### src/mf3_pkg.sv
// Shared types and constants of the 3x3 median filter.
package mf3_pkg;

  localparam int MAX_WIDTH  = 1024;
  localparam int MAX_HEIGHT = 1024;
  localparam int SIZE_W     = 11;
  localparam int COORD_W    = 10;
  localparam int PIX_W      = 8;
  localparam int ADDR_W     = $clog2(MAX_WIDTH);
  localparam int SIZE_RESET = 512;
  // Queue depth must stay a power of two: the pointers wrap on their own.
  localparam int FIFO_DEPTH = 4;
  localparam int FIFO_PTR_W = $clog2(FIFO_DEPTH);

  typedef enum logic [0:0] {
    CFG_IMAGE_WIDTH  = 1'b0,
    CFG_IMAGE_HEIGHT = 1'b1
  } cfg_reg_e;

  typedef logic [PIX_W-1:0] pix_t;

  typedef struct packed {
    pix_t pixel;
    logic frame_start;
  } in_t;

  typedef struct packed {
    pix_t                median;
    logic [COORD_W-1:0]  center_row;
    logic [COORD_W-1:0]  center_col;
    logic                last_of_frame;
  } out_t;

  typedef struct packed {
    logic [COORD_W-1:0] row;
    logic [COORD_W-1:0] col;
    logic               last;
  } pos_t;

  // px[3*k + j]: column k (0 oldest), row j (0 top)
  typedef struct packed {
    pix_t [8:0] px;
    pos_t       pos;
  } win_t;

endpackage

### src/mf3_fifo.sv
// Short queue of complete windows between front and back parts.
module mf3_fifo import mf3_pkg::*; (
  input  logic clk_i,
  input  logic rst_ni,
  input  logic push_valid_i,
  output logic push_ready_o,
  input  win_t push_data_i,
  output logic pop_valid_o,
  input  logic pop_ready_i,
  output win_t pop_data_o
);

  win_t                  mem_q [FIFO_DEPTH];
  logic [FIFO_PTR_W-1:0] wr_ptr_q, rd_ptr_q;
  logic [FIFO_PTR_W:0]   count_q;
  logic                  push, pop;

  assign push_ready_o = (count_q != (FIFO_PTR_W+1)'(FIFO_DEPTH));
  assign pop_valid_o  = (count_q != '0);
  assign push         = push_valid_i && push_ready_o;
  assign pop          = pop_valid_o && pop_ready_i;
  assign pop_data_o   = mem_q[rd_ptr_q];

  always_ff @(posedge clk_i or negedge rst_ni) begin
    if (!rst_ni) begin
      wr_ptr_q <= '0;
      rd_ptr_q <= '0;
      count_q  <= '0;
    end else begin
      if (push) wr_ptr_q <= wr_ptr_q + FIFO_PTR_W'(1);
      if (pop)  rd_ptr_q <= rd_ptr_q + FIFO_PTR_W'(1);
      if (push && !pop) begin
        count_q <= count_q + (FIFO_PTR_W+1)'(1);
      end else if (pop && !push) begin
        count_q <= count_q - (FIFO_PTR_W+1)'(1);
      end
    end
  end

  always_ff @(posedge clk_i) begin
    if (push) mem_q[wr_ptr_q] <= push_data_i;
  end

endmodule

### config.mk
export PLATFORM = sky130hd
export DESIGN_NAME = mf3_fifo
export DESIGN_NICKNAME = d
export VERILOG_FILES = /design/src/mf3_pkg.sv /design/src/mf3_fifo.sv
export SDC_FILE = /design/constraint.sdc
export NUM_CORES = 1
export LEC_CHECK = 0
export ABC_AREA = 1
export BUFFER_PORTS_ARGS = -buffer_cell sky130_fd_sc_hd__buf_4
export CAP_MARGIN = 15
export CELL_PAD_IN_SITES_DETAIL_PLACEMENT = 1
export CELL_PAD_IN_SITES_GLOBAL_PLACEMENT = 1
export CORE_MARGIN = 10
export CORE_UTILIZATION = 51
export DETAILED_ROUTE_END_ITERATION = 12
export PLACE_DENSITY_LB_ADDON = 0.1
export SLEW_MARGIN = 20
export SYNTH_ARGS = -nofsm -noshare
export SYNTH_HDL_FRONTEND = slang
export SYNTH_SLANG_ARGS = --single-unit
### constraint.sdc
create_clock -name clk_i -period 9.25 [get_ports clk_i]
set_input_delay 0.4625 -clock clk_i [delete_from_list [all_inputs] [get_ports clk_i]]
set_output_delay 0.4625 -clock clk_i [all_outputs]
set_load 0.1 [all_outputs]
### Word-level counts from Yosys, hierarchy flattened

Memory sizes are Yosys's and may differ from the RTL's.
Index checks and enable logic that the tools add are counted.

* $add $sub $neg: 4
* multiplexer cells: 4
* equality and inequality tests: 1
* reduce and logical (&&, ||, !) cells: 8

Operators by type and width (number)
* 3-bit 2-to-1 mux: 2
* 2-bit by 1-bit adder with 2-bit output (second input constant): 2
* 1-bit logical AND: 4
* 3-bit by 1-bit adder with 3-bit output (second input constant): 1
* 3-bit != test (second input constant): 1
* 3-bit nonzero test: 1
* 3-bit by 1-bit subtractor with 3-bit output (second input constant): 1
* 1-bit logical NOT: 2
* 1-bit 2-to-1 mux: 2
* 2-bit nonzero test: 1

* memories: 1
* register bits after elaboration: 7
* memory bits (writable): 372

Memories
* mem_q: depth 4, width 93, rd ports 1, clocked after Yosys merged registers in 0, write ports 1, line mf3_fifo.sv:13 `win_t mem_q [FIFO_DEPTH];`

### Longest topological paths before layout

* word-level depth: 6
* depth in mapped cells: 12

### Worst setup path after synthesis

OpenSTA, ideal clock, no wires.

* path type: register -> register
* start: register count_q[0]
* end: memory mem_q[0][0] (netlist name), enable pin
* clock period less this slack: 6.086 ns
* slack: 3.164 ns
* data arrival time: 5.540 ns
* library setup time: 0.546 ns
* stages on the path, launching flop included: 5
* path through: dfrtp_1 inv_1 nand3_1 nand2_1 nor2_1

* word-level cells in the longest chain between the ends: 4

RTL lines
* start, declared: line mf3_fifo.sv:15 `logic [FIFO_PTR_W:0] count_q;`
* start signal, assigned: line mf3_fifo.sv:33 `count_q <= count_q + (FIFO_PTR_W+1)'(1);`
* start signal, assigned: line mf3_fifo.sv:35 `count_q <= count_q - (FIFO_PTR_W+1)'(1);`
* 3-bit != test: line mf3_fifo.sv:18 `assign push_ready_o = (count_q != (FIFO_PTR_W+1)'(FIFO_DEPTH));`
* via push_ready_o: line mf3_fifo.sv:6 `output logic push_ready_o,`
* 1-bit logical AND: line mf3_fifo.sv:20 `assign push = push_valid_i && push_ready_o;`
* 1-bit 2-to-1 mux: line mf3_fifo.sv:41 `if (push) mem_q[wr_ptr_q] <= push_data_i;`
* 1-bit 2-to-1 mux (not written as such): line mf3_fifo.sv:41
* end, declared: line mf3_fifo.sv:13

The timed path passes the listed nets, and every way through them passes these cells.

==> impl_metrics.csv <==
group,metric,value,unit
critical_path,cp_data_required_time,8.79,ns
sta,max_freq,260,MHz
cts,htree_levels,2,
finish,drive_gt1_frac,0.198,
critical_path,end_kind,"output port",
floorplanning,dieArea,37600,sq um
cts,ctsResizeCount,0,
floorplanning,core_region_area,29700,sq um
floorplanning,die_h,194,um
critical_path,r2r_start,"count_q[0]",
critical_path,worstPathArrival,3.38,ns
logic_synthesis,yosysSeqAreaShare,0.736,
finish,syn_to_final_growth,17.3,%
routing,avgViaCountPerCell,5.23,
sta,timing.final.crit_share,0.416,
logic_synthesis,yosysTopAreaCell,"edfxtp_1",
critical_path,critPathSlowestCell,"buf_4",
critical_path,r2r_cells,5,
critical_path,cp_cell_sequence,"inv_8 > buf_4 > nand2_1 > o211ai_1 > nand2_1 > buf_4",
place,dp_hpwl,21700,um
logic_synthesis,synthTopCellsByArea,"edfxtp_1 72%, o211ai_1 8.6%, nand2_1 7.2%, inv_1 4.9%, buf_6 3.1%",
run_status,status,"finished, final reports clean",
finish,finish.net_count,1429,
cts,cts_buffers,39,
sta,setup_violations,0,
global_routing,antenna_found_initial,4,
logic_synthesis,synth_cell_type_count,18,
hold_path,min_to,"mem_q[1][47]",
critical_path,max_stage_delay,0.92,ns
floorplanning,start_util,0.519,
sta,whs,0.139,ns
routing,num_vias,9156,
sta,period_minus_slack,3.84,ns
hold_path,hold_path_class,"in -> reg",
place,place_congestion,0.731,
global_routing,grt_max_degree,179,
logic_synthesis,ys_ff_latch,379,
flow_run,maxCapViolations,0,
routing,ant_nets,0,
sta,drv_slew,0,
global_routing,grtUsageTotal,0.185,
cts,cts.sink_count,379,
logic_synthesis,yosysWarnings,0,
global_routing,grt_pass1_vias,9942,
routing,drc,0,
logic_synthesis,syn_inst,1145,
routing,wl,35600,um
hold_path,hold_start,"push_data_i[47]",
finish,fin_util,0.609,
floorplanning,die_w,194,um
sta,rsz0062_at_grt,"false",
routing,drt_iter0_drc,502,
critical_path,r2r_end,"mem_q[0][29]",
logic_synthesis,synth_area,15400,sq um
critical_path,worstPathMaxFanout,178,
sta,fin_skew,0.00842,ns
routing,wl_per_cell,20.3,um
sta,slew_headroom,0.316,
logic_synthesis,syn_nets,1248,
cts,path_clk_slew,0.06,ns
global_routing,overflow,0,
floorplanning,core.rowCount,63,
routing,first_pass_iters,4,
critical_path,r2r_slack,6.10,ns
sta,worst_pin_slew,1.03,ns
sta,final_hold_viol_count,0,
cts,cts_tree,"built",
place,portBuffers,191,
logic_synthesis,synth_top_area_share,0.724,
critical_path,cp-start-kind,"register",
critical_path,critical_path_class,"reg -> out",
cts,cts_root_buffer,"clkbuf_16",
cts,clock_path_buffers,3,
logic_synthesis,avgSynthCellArea,13.5,sq um
cts,insertion_delay,0.52,ns
global_routing,grt_pass1_wl,55300,um
hold_path,hold_path_depth,1,
sta,setup_tns,0,ns
floorplanning,ioPinCount,192,
## worst max-delay path, delay by kind of cell (launching register included)
| family | cells | cell delay [ns] |
|---|---|---|
| AND/OR/NAND/NOR | 2 | 0.29 |
| buffers and inverters | 3 | 1.81 |
| AO/OA/AOI/OAI | 1 | 0.17 |
| flip-flops | 1 | 0.45 |
## per-stage QoR
stage | instance area [sq um] | cells | setup WS (ns)
floorplan | 15400 | 1145 | 3.16
global placement | 16900 | 1674 | 6.08
detailed placement | 16900 | 1674 | 5.95
CTS | 18100 | 1746 | 5.39
global route | 18100 | 1749 | 5.16
finish | 18100 | 1750 | 5.41
## registers in the layout, summed over array words and instances, names as in the netlist
name,cells
rd_ptr_q,2
mem_q,372
wr_ptr_q,2
count_q,3
## cells in the mapped netlist, drive strengths merged
library cell	instances
nand2	296
nor2	4
xnor2	1
o21ai	1
fa	1
o211ai	186
buf	59
dfrtp	7
inv	202
edfxtp	372
clkbuf	3
ha	5
nand4	1
nand3	7
## area by class of cell
cell class                 count  area [sq um]
fill                        2914         11600
clock buffer                  55          1080
antenna                        4          10.0
clock inverter                16           135
multi-input combinational    502          2740
inverter                     202           767
timing repair buffer         202          1520
tap                          390           488
sequential                   379         11300
## placed cells by master (no fill, tap or decap)
cell,Yosys,final
edfxtp_1,372,372
nand2_1,296,296
inv_1,200,200
buf_4,12,200
o211ai_1,176,176
clkbuf_16,0,40
clkbuf_1,3,13
o211ai_2,10,10
clkinv_1,0,8
nand3_1,7,7
dfrtp_1,7,6
clkinv_2,0,5
ha_1,5,5
diode_2,0,4
nor2_4,0,4
bufinv_16,0,2
clkbuf_8,0,2
inv_8,0,1
o21ai_0,1,1
xnor2_1,1,1
nand4_1,1,1
fa_1,1,1
clkinv_8,0,1
inv_6,0,1
dlygate4sd3_1,0,1
buf_6,43,1
dfrtp_4,0,1
## cells by family (layout without fill, tap and decap cells)
| group | after synthesis | count (layout) | synth area share |
|---|---|---|---|
| compound gates | 187 | 187 | 0.0941 |
| xor+xnor | 1 | 1 | 0.000568 |
| fa+ha+maj | 6 | 6 | 0.00536 |
| buf+inv | 264 | 475 | 0.0884 |
| flops | 379 | 379 | 0.736 |
| other cells | 0 | 4 | 0 |
| simple gates | 308 | 308 | 0.0757 |
## how the worst max path moves through the flow
stage | start | to | cells past startpoint
floorplan | count_q[0] | mem_q[0][0] | 4
global placement | rd_ptr_q[0] | pop_data_o[89] | 5
detailed placement | rd_ptr_q[0] | pop_data_o[3] | 6
CTS | rd_ptr_q[0] | pop_data_o[20] | 6
global route | rd_ptr_q[0] | pop_data_o[89] | 5
finish | rd_ptr_q[0] | pop_data_o[20] | 6
## layer usage
layer  wire (um)  global-route usage  vias to the layer above
met5           0                   0                        -
met4         572              0.0525                        0
met3        1770              0.0408                       42
met2       18400               0.322                      195
met1       14900               0.226                     4565
li1            -                   -                     4354
## what timing repair did
action / in CTS / in global routing
hold buffers: 1 / 0
setup buffers: 0 / 0
endpoints found under the hold margin: 7 / 0
Power is left out: the tool's default activity adds up to more than one toggle a clock period on the data nets, which glitch-free logic cannot reach.
